<file path="src/rtl/core/fbc_pkg.sv">
// fbc_pkg: shared constants and types of the frustum box cull block
// used by every module under rtl/core; depends on nothing
`default_nettype none

package fbc_pkg;

    // default sizes handed down from the top level
    localparam int PLANE_COUNT_DEF = 6;
    localparam int COORD_BITS_DEF  = 16;

    // packed plane register: a, b, c in Q1.14 then d, 16 bits each
    localparam int PLANE_W   = 64;
    localparam int COEF_W    = 16;
    localparam int D_SHIFT   = 14;

    // config index wide enough for the largest plane count of 8
    localparam int CFG_IDX_W = 3;

    // result transfer carries one drop bit padded to a byte
    localparam int OUT_DATA_W = 8;

    // register stages: vertex select, products, plane sum, drop
    localparam int PIPE_STAGES = 4;

    // per-stage load enables from the pipeline control
    typedef struct packed {
        logic s0;
        logic s1;
        logic s2;
        logic s3;
    } t_pipe_en;

endpackage : fbc_pkg

`default_nettype wire

</file>
<file path="src/rtl/core/fbc_plane_regs.sv">
// fbc_plane_regs: holds the packed frustum planes written by the config port
// depends on fbc_pkg
`default_nettype none

module fbc_plane_regs
    import fbc_pkg::*;
#(
    parameter int PLANE_COUNT = PLANE_COUNT_DEF
) (
    input  wire logic                                 i_clk,
    input  wire logic                                 i_rst_n,
    input  wire logic                                 i_cfg_we,
    input  wire logic [CFG_IDX_W-1:0]                 i_cfg_index,
    input  wire logic [PLANE_W-1:0]                   i_cfg_data,
    output logic      [PLANE_COUNT-1:0][PLANE_W-1:0]  o_planes
);

    logic [PLANE_COUNT-1:0][PLANE_W-1:0] r_planes;

    // one register per plane, writes beyond the plane count fall through
    for (genvar gi = 0; gi < PLANE_COUNT; gi++) begin : g_plane
        always_ff @(posedge i_clk) begin
            if (!i_rst_n) begin
                r_planes[gi] <= '0;
            end else if (i_cfg_we && (i_cfg_index == CFG_IDX_W'(gi))) begin
                r_planes[gi] <= i_cfg_data;
            end
        end
    end

    assign o_planes = r_planes;

endmodule : fbc_plane_regs

`default_nettype wire

</file>
<file path="config.mk">
export PLATFORM = sky130hd
export DESIGN_NAME = fbc_plane_regs
export DESIGN_NICKNAME = d
export VERILOG_FILES = /design/src/rtl/core/fbc_pkg.sv /design/src/rtl/core/fbc_plane_regs.sv
export SDC_FILE = /design/constraint.sdc
export NUM_CORES = 1
export LEC_CHECK = 0
export BUFFER_PORTS_ARGS = -buffer_cell sky130_fd_sc_hd__buf_2
export CAP_MARGIN = 20
export CELL_PAD_IN_SITES_DETAIL_PLACEMENT = 0
export CELL_PAD_IN_SITES_GLOBAL_PLACEMENT = 1
export CORE_ASPECT_RATIO = 2
export CORE_MARGIN = 8
export CORE_UTILIZATION = 38
export DETAILED_ROUTE_END_ITERATION = 12
export GPL_TIMING_DRIVEN = 0
export HOLD_SLACK_MARGIN = 0.08
export MAX_ROUTING_LAYER = met4
export PLACE_DENSITY_LB_ADDON = 0.1
export SLEW_MARGIN = 40
export SYNTH_ARGS = -nofsm -noshare
export SYNTH_HDL_FRONTEND = slang
export SYNTH_SLANG_ARGS = --single-unit
</file>
<file path="constraint.sdc">
create_clock -name i_clk -period 1.2 [get_ports i_clk]
set_input_delay 0.12 -clock i_clk [delete_from_list [all_inputs] [get_ports i_clk]]
set_output_delay 0.12 -clock i_clk [all_outputs]
set_load 0.05 [all_outputs]
</file>
==> results.yml <==
status:
  outcome: "finished clean"
yosys:
  yosys.area.top_type: "dfxtp_1"
  ys_top_cells_by_count: "448 x nand2_1, 384 x dfxtp_1, 384 x mux2i_1"
  synth_area_per_cell_um2: 10.7
  ys_seq_elements: 384
  yosysSeqAreaShare: 0.549
  netlist_instances: 1314
  synth_cell_types: 11
  yosys_most_used_dff: "dfxtp_1"
  synth_largest_type_area_fraction: 0.549
  async_reset_ff_frac: 0
  synth_nets: 1384
  yosys_warnings: 0
  yosysMostFrequentCell: "nand2_1"
  synthTopCellsByArea: "dfxtp_1 55%, mux2i_1 27%, nand2_1 12%"
  synth-edff-count: 0
  syn_area_um2: 14000
global_route:
  grt_max_degree: 15
  grt_pass1_wl_um: 73900
  grt_pass1_vias: 11800
  grt_usage: 0.231
  grt_overflow_total: 0
  antenna_found_initial: 0
clocking:
  clock-sinks: 384
  clk_latency_ns: 0.52
  htree_levels: 2
  clk_root_buffer_cell: "clkbuf_16"
  cts_setup_buffers: 0
  path_clk_slew_ns: 0.07
  cts-buffers-inserted: 37
  cts_tree: "built"
  clk_path_buf_depth: 3
placed_design:
  io_buffers: 452
  gp_congestion: 0.803
  place_area_um2: 16800
  dp_cells: 2220
  hpwl_um: 37600
job:
  cap_violations: 0
floorplan:
  die_y_um: 288
  row_count: 99
  dieArea_um2: 43700
  ioPinCount: 454
  start_util: 0.385
  core-area_um2: 36400
  dieWidth_um: 152
sta:
  rsz0062_at_grt: "true"
  max_freq_ghz: 0.847
  setup_tns_ns: 0
  hold_slack_ns: 0.0826
  slew_viol_final: 0
  layout_min_cycle_time_ns: 1.18
  hold_viol_final: 0
  worst_clock_skew_ns: 0
  maxSlewHeadroom: 0.558
  post-route-period-util: 0.983
  worst_slew_pin_slew_ns: 0.663
  setup_viol: 0
setup_path:
  critical_path.cell_chain: "buf_6"
  required_ns: 1.08
  path_buf_inv: 1
  crit_family: "flip-flops"
  end_kind: "output pin"
  max_stage_delay_ns: 0.35
  crit_path_start_kind: "flip-flop"
  crit_arrival_ns: 1.06
  critical_path.max_fanout: 2
  critPathSlowestCell: "dfxtp_1"
  worstSetupPathType: "reg -> out"
power_and_ir_drop:
  power_uw: 28400
  p_leak_uw: 0.0107
  ir_drop_mv: 1.09
  power.density_nw_per_um2: 1330
routing:
  first_iter_violations: 280
  antenna_left: 0
  viasPerCell: 4.82
  dr.pass1.iters: 5
  vias: 11300
  wl_per_cell_um: 21.6
  drc_errors: 0
  drt-total-wl_um: 50700
cells_and_area:
  final_cells: 2344
  diodes: 0
  syn_to_final_growth_pct: 52.9
  fin_area_um2: 21400
  largest_reg_flops: 384
  fillers: 3142
  nets: 1934
  drive_gt1_frac: 0.457
hold_path:
  holdCritPathClass: "in -> reg"
-- area by class of cell --
type	count	area (um^2)	area share
tap	454	568	0.0265
multi-input combinational	838	5600	0.261
sequential	384	8060	0.376
buffer	92	727	0.0339
timing repair buffer	511	5260	0.245
clock inverter	7	88.8	0.00415
clock buffer	58	1130	0.0526
-- metal layers --
layer	share of wire	GRT usage	vias to the layer above	wire length, um
met5	0	-	-	0
met3	0.073	0.0601	98	3690
met1	0.36	0.231	5412	18100
met2	0.53	0.416	374	26900
met4	0.039	0.0909	0	1980
li1	-	-	5425	-
-- final timing paths --
| kind | end | startpoint | cells after the start | slack [ns] |
|---|---|---|---|---|
| setup / recovery | o_planes[163] | o_planes[163] | 1 | 0.02 |
| hold / removal | o_planes[130] | i_cfg_data[2] | 3 | 0.08 |
| setup reg to reg | o_planes[211] | o_planes[211] | 2 | 0.54 |
| hold reg to reg | o_planes[244] | o_planes[244] | 2 | 0.46 |
-- power breakdown --
group / leakage, uW / total, uW / internal [uW] / switching (uW)
Clock: 0.000600 / 11900 / 6900 / 5030
Sequential: 0.00325 / 13300 / 13100 / 213
Combinational: 0.00687 / 3230 / 1130 / 2100
-- worst reg2reg max path, cell delays in order (launching register included) --
cell and delay [ns]:
dfxtp_1 0.36, nand2_1 0.06, mux2i_1 0.17
-- through the flow --
step                      utilization  setup WS [ns]
final                           0.588         0.0199
after global routing            0.588        -0.0168
after CTS                       0.580      0.0000346
after detailed placement        0.463         -0.412
after global placement          0.463         -0.380
after floorplan                     -          0.217
-- cells by family (layout without fill, tap and decap cells) --
family                 Yosys count  count (layout)  share of synthesized area
buffers and inverters           92             668                     0.0519
and+or+nand+nor                454             454                      0.125
DFF                            384             384                      0.549
muxes                          384             384                      0.274
-- layout by cell type (no fill, tap or decap), drive strengths merged --
| cell | n |
|---|---|
| buf | 511 |
| bufinv | 2 |
| clkbuf | 91 |
| clkinv | 4 |
| dfxtp | 384 |
| dlygate4sd3 | 59 |
| inv | 1 |
| mux2i | 384 |
| nand2 | 448 |
| nand4b | 2 |
| nand4bb | 3 |
| nor4b | 1 |
-- timing repair --
action,in CTS,in global routing
resized for setup,875,191
gates cloned,0,0
endpoints found under the setup margin,384,187
hold buffers,59,0
hold endpoints to repair,315,0
Note: power is estimated with default switching activity, not from simulation.
