File: src/rtl/core/fbc_pkg.sv
// fbc_pkg: shared constants and types of the frustum box cull block
// used by every module under rtl/core; depends on nothing
`default_nettype none

package fbc_pkg;

    // default sizes handed down from the top level
    localparam int PLANE_COUNT_DEF = 6;
    localparam int COORD_BITS_DEF  = 16;

    // packed plane register: a, b, c in Q1.14 then d, 16 bits each
    localparam int PLANE_W   = 64;
    localparam int COEF_W    = 16;
    localparam int D_SHIFT   = 14;

    // config index wide enough for the largest plane count of 8
    localparam int CFG_IDX_W = 3;

    // result transfer carries one drop bit padded to a byte
    localparam int OUT_DATA_W = 8;

    // register stages: vertex select, products, plane sum, drop
    localparam int PIPE_STAGES = 4;

    // per-stage load enables from the pipeline control
    typedef struct packed {
        logic s0;
        logic s1;
        logic s2;
        logic s3;
    } t_pipe_en;

endpackage : fbc_pkg

`default_nettype wire

File: src/rtl/core/fbc_pipe_ctrl.sv
// fbc_pipe_ctrl: valid and ready chain of the cull pipeline, carries tlast
// depends on fbc_pkg
`default_nettype none

module fbc_pipe_ctrl
    import fbc_pkg::*;
(
    input  wire logic i_clk,
    input  wire logic i_rst_n,
    input  wire logic i_s_tvalid,
    input  wire logic i_s_tlast,
    output logic      o_s_tready,
    output t_pipe_en  o_en,
    output logic      o_m_tvalid,
    output logic      o_m_tlast,
    input  wire logic i_m_tready
);

    logic [PIPE_STAGES-1:0] r_valid;
    logic [PIPE_STAGES-1:0] n_valid;
    logic [PIPE_STAGES-1:0] r_last;
    logic [PIPE_STAGES-1:0] w_rdy;

    // a stage loads when it is empty or its content moves on
    always_comb begin
        w_rdy[PIPE_STAGES-1] = !r_valid[PIPE_STAGES-1] || i_m_tready;
        for (int k = PIPE_STAGES-2; k >= 0; k--) begin
            w_rdy[k] = !r_valid[k] || w_rdy[k+1];
        end
    end

    // next valid bits
    always_comb begin
        n_valid = r_valid;
        if (w_rdy[0]) begin
            n_valid[0] = i_s_tvalid;
        end
        for (int k = 1; k < PIPE_STAGES; k++) begin
            if (w_rdy[k]) begin
                n_valid[k] = r_valid[k-1];
            end
        end
    end

    always_ff @(posedge i_clk) begin
        if (!i_rst_n) begin
            r_valid <= '0;
        end else begin
            r_valid <= n_valid;
        end
    end

    // tlast rides alongside the data
    always_ff @(posedge i_clk) begin
        if (w_rdy[0]) begin
            r_last[0] <= i_s_tlast;
        end
        for (int k = 1; k < PIPE_STAGES; k++) begin
            if (w_rdy[k]) begin
                r_last[k] <= r_last[k-1];
            end
        end
    end

    assign o_s_tready = w_rdy[0];
    assign o_en.s0    = w_rdy[0];
    assign o_en.s1    = w_rdy[1];
    assign o_en.s2    = w_rdy[2];
    assign o_en.s3    = w_rdy[3];
    assign o_m_tvalid = r_valid[PIPE_STAGES-1];
    assign o_m_tlast  = r_last[PIPE_STAGES-1];

    // input is held off only when every stage is occupied
    a_full_when_blocked: assert property (@(posedge i_clk) disable iff (!i_rst_n)
        !o_s_tready |-> (&r_valid))
        else $error("input blocked while a stage is empty");

    // an accepted transfer lands in the first stage
    a_accept_fills: assert property (@(posedge i_clk) disable iff (!i_rst_n)
        (i_rst_n && i_s_tvalid && o_s_tready) |=> r_valid[0])
        else $error("accepted box missing from first stage");

    // with the sink ready the output follows the stage before it
    a_out_follows: assert property (@(posedge i_clk) disable iff (!i_rst_n)
        (i_rst_n && i_m_tready) |=> (o_m_tvalid == $past(r_valid[PIPE_STAGES-2])))
        else $error("output stage did not advance");

endmodule : fbc_pipe_ctrl

`default_nettype wire

File: config.mk
export PLATFORM = sky130hd
export DESIGN_NAME = fbc_pipe_ctrl
export DESIGN_NICKNAME = d
export VERILOG_FILES = /design/src/rtl/core/fbc_pkg.sv /design/src/rtl/core/fbc_pipe_ctrl.sv
export SDC_FILE = /design/constraint.sdc
export NUM_CORES = 1
export LEC_CHECK = 0
export ABC_AREA = 1
export BUFFER_PORTS_ARGS = -buffer_cell sky130_fd_sc_hd__buf_2
export CAP_MARGIN = 20
export CORE_AREA = 2 2 39 41
export DETAILED_ROUTE_END_ITERATION = 10
export DIE_AREA = 0 0 41 43
export GPL_ROUTABILITY_DRIVEN = 0
export SLEW_MARGIN = 15
export SYNTH_ARGS = -nofsm -noshare
export SYNTH_HDL_FRONTEND = slang
export SYNTH_SLANG_ARGS = --single-unit
export TNS_END_PERCENT = 50
File: constraint.sdc
create_clock -name i_clk -period 1.65 [get_ports i_clk]
set_input_delay 0 -clock i_clk [delete_from_list [all_inputs] [get_ports i_clk]]
set_output_delay 0 -clock i_clk [all_outputs]
set_load 0.005 [all_outputs]
==> results list, run 1 <==
- The critical path starts at r_valid[3]$_SDFFE_PN0P_.
- Dominant cell by count in the synthesized netlist: inv_1
* Post-synthesis async set-or-reset flop share: 0%
* Critical register-to-register path startpoint: r_valid[3]$_SDFFE_PN0P_
* Worst setup slack before clock tree synthesis: 0.707 ns
- Counting every instance in the synthesized netlist gives 24.
- Final HPWL DP: 327 um
* Number of failing setup endpoints in the final timing report: 0
* Overall Power: 0.382 mW
- For this run, design rule violations remaining after detail routing come to 0.
- Row generation in the floorplan step produced 14 rows.
- STA classifies the critical path endpoint as a primary output.
* Gr ovfl total: 0
* Maximum number of pins on one net before global-route repair: 6
- Initial Util: 21.0%
* Cell area after placement: 358 um^2
* Critical path endpoint: o_en[3]
- For the worst flop-to-flop path, the logic depth is 3.
- Cell class contributing the biggest share of worst-path delay: flip-flops
* Synthesis-to-layout area growth: 37.9%
- Traced cell by cell, the critical path runs through inv_1, nor2_4, nand4_2, buf_2.
- Critical Path AT: 1.08 ns
- For this design, the slowest cell found on the critical path is dfxtp_1.
- Switching power total: 0.0706 mW
- Before antenna repair, the detailed router went through 4 iterations.
* Type of element launching the critical path: register
* Leakage power summed over all cells: 0.167 nW
- In this run the worst path has a maximum fanout of 5.
- Syn_area_per_cell: 12.1 um^2
- Setup repair after global routing missed its margin: no
* DRC violation total after the first TritonRoute iteration: 2
- After detailed routing, the total wire length is 432 um.
- In the finished design, the share of the clock period the worst path needs comes to 65.5%.
- The routed layout has 209 vias.
* Number of diodes added for antenna fixing: 0
* Clock-pin slew of the registers on the worst-case setup and hold paths: 0.05 ns
- The count of buffers added on input and output ports is 11.
* Drt wl/cell: 7.85 um
* Area share of the largest cell type after synthesis: 41.4%
- Share of total power in sequential cells: 58.2%
- Number of setup buffers added after CTS: 0
- Setup slack closes at 0.570 ns.
- Cell taking the most area after synthesis: edfxtp_1
- The clock network is responsible for 37.2% of the overall power.
- Main flop type after synthesis: edfxtp_1
- Post-synth net total: 29
- Register-to-register setup slack: 0.71 ns
- Fraction of power consumed by combinational cells: 4.7%
* Routed vias/inst: 3.80
- Clock root buffer: clkbuf_4
* Final Skew: 0.00183 ns
- Count of distinct cell types in the synthesized netlist: 10
- Global routing used 7.50% of the available met2 tracks.
- Minimum clock period: 1.08 ns
- Cell depth of the worst setup path: 4
* Critical path required time: 1.65 ns
- Biggest area contributors in the synthesized netlist: edfxtp_1 (41%), dfxtp_1 (28%), inv_1 (7.8%)
* Number of enable-type register cells in the synthesized netlist: 4
* Vias in the first global route: 171
* Peak clock frequency supported by timing: 0.926 GHz
- Die extent in x: 41 um
- The count of cells in the finished layout, fillers not included, comes to 55.
* M1 GR Usage: 6.25%
- Counting the buffers created by CTS gives 3.
- Chip height: 43 um
- Internal power consumption: 0.311 mW
- Hold Worst Slack: 0.0271 ns
- Including well taps, the total number of placed cells is 50.
- Share of the yosys chip area belonging to registers: 69.0%
* Placeable core area: 1380 um^2
- CP max stage delay: 0.32 ns
* Area of all placed cells without fillers: 400 um^2
* Count of nets after finishing: 46
* Layout filler cell count: 150
- The first global-routing pass estimated 655 um of wire.
- 12 I/O pins were placed.
- The tree built by TritonCTS fans out to 8 sinks.
- The clock reaches the later pin of the worst-skew pair after 0.24 ns.
* Switching part of the total power: 18.5%
* Floorplan die area: 1760 um^2
- Power spread over the standard cell area amounts to 953 nW/um^2.
* Final core utilization: 28.9%
- The endpoint identified for the worst register-to-register timing path is r_last[0]$_DFFE_PP_.
- The critical path contains buffers and inverters numbering 2 combined.
- Worst slew margin relative to its limit: 88.3%
- After global routing, the most crowded layer is met3.
* Class of the tightest hold or removal check: in -> reg
- Cell area after technology mapping: 290 um^2
- Transition time of the tightest slew-check pin: 0.175 ns
- In the final layout, the share of cells above drive strength 1 is 43.6%.
- The run finished with clean final reports.
* Final hold vios: 0
- The critical path in this run is classified as reg -> out.
- The count of nets left with antenna violations once routing finished came out at 0.
- Maximum root-to-sink buffer count: 2
- CTS built an H-tree with a depth of 1.
- The worst-case IR drop observed on VDD is 0.000550 V.
* M3 GR Usage: 9.42%
- TritonCTS built the clock tree.
- Number of storage elements in the synthesis netlist: 8
- Max-cap violations in this run came to 0.
- Number of antenna violations at the first check in global routing: 0
- Total area of multi-input combinational cells: 60.1 um^2
- Global routing used 6.47% of the available tracks.
- Yosys synthesis warning count: 0
- Area used by sequential logic in the layout: 200 um^2
- Setup total negative slack: 0 ns
- Number of slew-limit violations in the final report: 0
- By count the netlist is led by inv_1 (6), dfxtp_1 (4), edfxtp_1 (4), a21oi_1 (3), nor2_1 (2).
metal layers:
layer  up-vias  wire [um]  share of wire (%)
met2        15        170                 39
met4         0          0                  0
li1        105          -                  -
met1        89        185                 43
met3         0         76                 18
met5         -          0                  0
worst min-delay path, cell delays in order:
cell	delay [ns]
buf_2	0.07
inv_1	0.06
nor2_1	0.10
how the worst min path moves through the flow:
stage,from,endpoint,slack (ns),cells past startpoint
after floorplan,i_s_tlast,r_last[0]$_DFFE_PP_,0.1,0
after global placement,i_s_tlast,r_last[0]$_DFFE_PP_,0.18,1
after detailed placement,i_s_tlast,r_last[0]$_DFFE_PP_,0.18,1
after CTS,i_rst_n,r_valid[3]$_SDFFE_PN0P_,0.02,3
after global routing,i_rst_n,r_valid[3]$_SDFFE_PN0P_,0.02,3
final,i_rst_n,r_valid[3]$_SDFFE_PN0P_,0.03,3
flip-flops by register name, summed over array words and instances, names as in the netlist:
register,count
r_valid,4
r_last,4
cells in the final DEF, fill, tap and decap left out, drive strengths merged:
cell type | Yosys | final
nand3 | 1 | 1
buf | 1 | 11
nand4 | 1 | 1
dlygate4sd3 | 0 | 2
a21oi | 3 | 3
nand2 | 1 | 1
dfxtp | 4 | 4
nor2 | 3 | 3
edfxtp | 4 | 4
inv | 6 | 6
clkbuf | 0 | 3
power by group through the flow:
| stage | Sequential [mW] | Combinational (mW) | Clock (mW) |
|---|---|---|---|
| 2_1_floorplan | 0.226 | 0.00587 | 0 |
| 3_3_place_gp | 0.225 | 0.0140 | 0 |
| 3_5_place_dp | 0.226 | 0.0143 | 0 |
| 4_1_cts | 0.222 | 0.0179 | 0.152 |
| 5_1_grt | 0.223 | 0.0199 | 0.169 |
| 6_report | 0.222 | 0.0178 | 0.142 |
logic make-up (layout without fill, tap and decap cells):
group	count (synthesis)	after routing	synth area share, %
buf+inv	7	22	10.3
simple gates	6	6	15.5
flops	8	8	69.0
compound gates	3	3	5.17
area by class of cell:
class	count	share of cell area (%)
Inverter	6	5.62
Timing Repair Buffer	13	18.8
Multi-Input combinational cell	9	15.0
Tap cell	16	5.00
Clock buffer	3	5.62
Sequential cell	8	50.0
what timing repair did:
| action | in CTS | in global routing |
|---|---|---|
| endpoints found under the hold margin | 2 | 0 |
| hold buffers | 2 | 0 |
| gates resized for setup | 0 | 0 |
Power figures use the tool's default switching activity.
==> run 2, diff against run 1 <==
==> constraint.sdc (replaced) <==
create_clock -name i_clk -period 0.98 [get_ports i_clk]
set_input_delay 0 -clock i_clk [delete_from_list [all_inputs] [get_ports i_clk]]
set_output_delay 0 -clock i_clk [all_outputs]
set_load 0.005 [all_outputs]
==> run 2 against run 1 <==
Effect of this change:
- the flow now finishes with violations (negative setup slack)
- via count rose by 3.8%
- critical path depth did not move
- combinational power rose by 73%
- die area did not move
- flip-flop and latch count did not move
- worst hold slack got worse by 0.0041 ns
- global-route usage rose by 0.61 points
- total power rose by 70%
- clock skew rose by 0.00051 ns
- sequential power rose by 69%
- wire length rose by 9.7%
- critical path type unchanged
==> results list, run 2 (synthesized netlist as in run 1, its figures left out) <==
* Maximum root-to-sink buffer count: 2 (unchanged)
- The data arrival time at the worst-slack endpoint was 1.04 ns (-0.04 ns).
- The die extent in x was 41 um (unchanged).
* Maximum number of pins on one net before global-route repair: 6 (unchanged)
- DRC violations left: 0 (unchanged)
- In the layout the commonest cells are buf_2 (11), inv_1 (5), edfxtp_1 (4).
- Total global routing track utilization: 7.09% (+0.61 points)
- The final reports fail on negative setup slack.
- CP max FO: 5 (unchanged)
- The number of antenna violations at the first check in global routing was 0 (unchanged).
* Clock-pin slew of the registers on the worst-case setup and hold paths: 0.05 ns (about the same)
- The H-tree depth reported by CTS is 1 (unchanged).
- Leakage power summed over all cells: 0.176 nW (+4.9%)
* Transition time of the tightest slew-check pin: 0.211 ns (+0.0359 ns)
- Setup repair after global routing could not meet its margin everywhere.
- TritonCTS built the clock tree.
- The data required time of the worst path came to 0.98 ns (-0.67 ns).
- Share of total power in sequential cells: 57.9% (-0.3 points)
- The total wirelength of the detailed-routed design is 474 um (+9.7%).
* DRC violation total after the first TritonRoute iteration: 1 (-1)
- The flow ran to the end, but the final reports show violations.
- The number of vias in the routed layout was 217 (+3.8%).
- In the final layout, the registers with the most flip-flops are r_last: 4 flops, r_valid: 4 flops.
* Final hold vios: 0 (unchanged)
- The number of routed nets with antenna violations was 0 (unchanged).
- The final antenna diode count came to 0 (unchanged).
- Gr ovfl total: 0 (unchanged)
- Setup slack after layout: -0.0615 ns (-0.631 ns)
- The internal reg-to-reg setup slack came to -0.04 ns (-0.75 ns).
- Number of cells in the finished layout apart from fillers: 56 (+1.8%)
- The net count reported at finish is 47 (+2.2%).
- The ratio of cells with drive above 1 in the final layout is 50.0% (+6.4 points).
* Power per cell area: 1550 nW/um^2 (+63%)
* Drt wl/cell: 8.46 um (+7.8%)
- Initial Util: 21.0% (unchanged)
- MaxCap Viol Count: 0 (unchanged)
- Chip height: 43 um (unchanged)
- The power spent charging and discharging nets was 0.125 mW (+77%).
- The number of global-route vias before repair is 196 (+15%).
- The clock network fraction of total power was 37.4% (+0.2 points).
- The number of pins with negative max-slew slack in the final report was 0 (unchanged).
- Number of failing setup endpoints in the final timing report: 5 (+5)
- Type of element launching the critical path: register
- Number of cell rows: 14 (unchanged)
* Fraction of power consumed by combinational cells: 4.7% (about the same)
- Synthesis-to-layout area growth: 44.0%
- Counting I/O delays and the setup requirement, the final critical path takes 1.04 ns.
* CTS sink count: 8 (unchanged)
- The internal power of the cells came to 0.524 mW (+69%).
- The placed wire-length estimate after detailed placement was 323 um (-1.1%).
- Clock latency of the later-clocked register in the worst-skew pair: 0.25 ns (about the same)
* Max rail drop VDD: 0.000713 V (+30%)
- Count of port buffers added during placement: 11 (unchanged)
- Placeable core area: 1380 um^2 (unchanged)
- Global-route wire length before repair: 745 um (+14%)
* I/O pin total: 12 (unchanged)
- Class of the tightest hold or removal check: in -> reg
- The critical path is of the reg -> out type.
* Switching part of the total power: 19.3% (+0.74 points)
* Final core utilization: 30.2% (+1.3 points)
- Clock root buffer: clkbuf_4
- Final Skew: 0.00234 ns (+0.000514 ns)
* Routed vias/inst: 3.88 (+2.0%)
* Capturing element type of the critical path: primary output
* Drt first pass iters: 2 (-2)
* Share of the clock period used by the worst path: 106%
- Floorplan die area: 1760 um^2 (unchanged)
- Worst setup slack before clock tree synthesis: 0.0388 ns (-0.668 ns)
* TritonCTS buffer count: 3 (unchanged)
- Timing would allow up to 0.960 GHz.
- Total instance count after detailed placement: 50 (unchanged)
- The library cell used most frequently in the layout, excluding fill and tap cells, is buf_2.
- Worst slew margin relative to its limit: 85.9% (-2.4 points)
## run 2: worst max-delay path, stage by stage (launching register included)
cell     delay, ns
dfxtp_2       0.32
inv_2         0.04
nor2_4        0.16
nand4_4       0.12
buf_2         0.15
## run 2: power groups by stage
stage / Combinational [mW] / Clock, mW / Sequential [mW]
final: 0.0308 / 0.243 / 0.376
after global routing: 0.0353 / 0.280 / 0.377
after CTS: 0.0307 / 0.261 / 0.375
after detailed placement: 0.0243 / 0 / 0.380
after global placement: 0.0236 / 0 / 0.380
after floorplan: 0.00989 / 0 / 0.380
## run 2: cell type report
| cell class | instances | area (um^2) |
|---|---|---|
| Fill cell | 138 | 966 |
| Sequential cell | 8 | 201 |
| Timing Repair Buffer | 14 | 82.6 |
| Multi-Input combinational cell | 9 | 68.8 |
| Clock buffer | 3 | 22.5 |
| Inverter | 6 | 22.5 |
| Tap cell | 16 | 20.0 |
## run 2: stage by stage
step / instance area [um^2] / setup TNS [ns] / power (mW) / hold WS (ns)
after global placement: 358 / 0 / 0.403 / 0.176
after detailed placement: 358 / 0 / 0.405 / 0.180
after floorplan: 290 / 0 / 0.390 / 0.0989
after CTS: 418 / -0.357 / 0.667 / 0.0118
after global routing: 418 / -0.723 / 0.693 / 0.0293
final: 418 / -0.256 / 0.649 / 0.0231
## run 2: final timing paths
| check | from | to | cells after the start |
|---|---|---|---|
| setup reg to reg | r_valid[3]$_SDFFE_PN0P_ | r_last[0]$_DFFE_PP_ | 4 |
| setup / recovery | r_valid[3]$_SDFFE_PN0P_ | o_en[3] | 4 |
| hold reg to reg | r_last[0]$_DFFE_PP_ | r_last[1]$_DFFE_PP_ | 0 |
| hold / removal | i_rst_n | r_valid[3]$_SDFFE_PN0P_ | 3 |
## run 2: what timing repair did
| action | in CTS | in global routing |
|---|---|---|
| setup buffers | 1 | 0 |
| hold buffers | 2 | 0 |
| gates resized for setup | 3 | 0 |
| hold endpoints to repair | 2 | 0 |
| setup endpoints to repair | 5 | 6 |
## run 2: metal layers
metal	share of wire [%]	wire length (um)	global-route usage, %	vias up
li1	-	-	-	108
met1	43	204	6.93	94
met2	41	193	8.75	15
met3	16	76	9.42	0
met4	0	0	2.00	0
met5	0	0	0	-
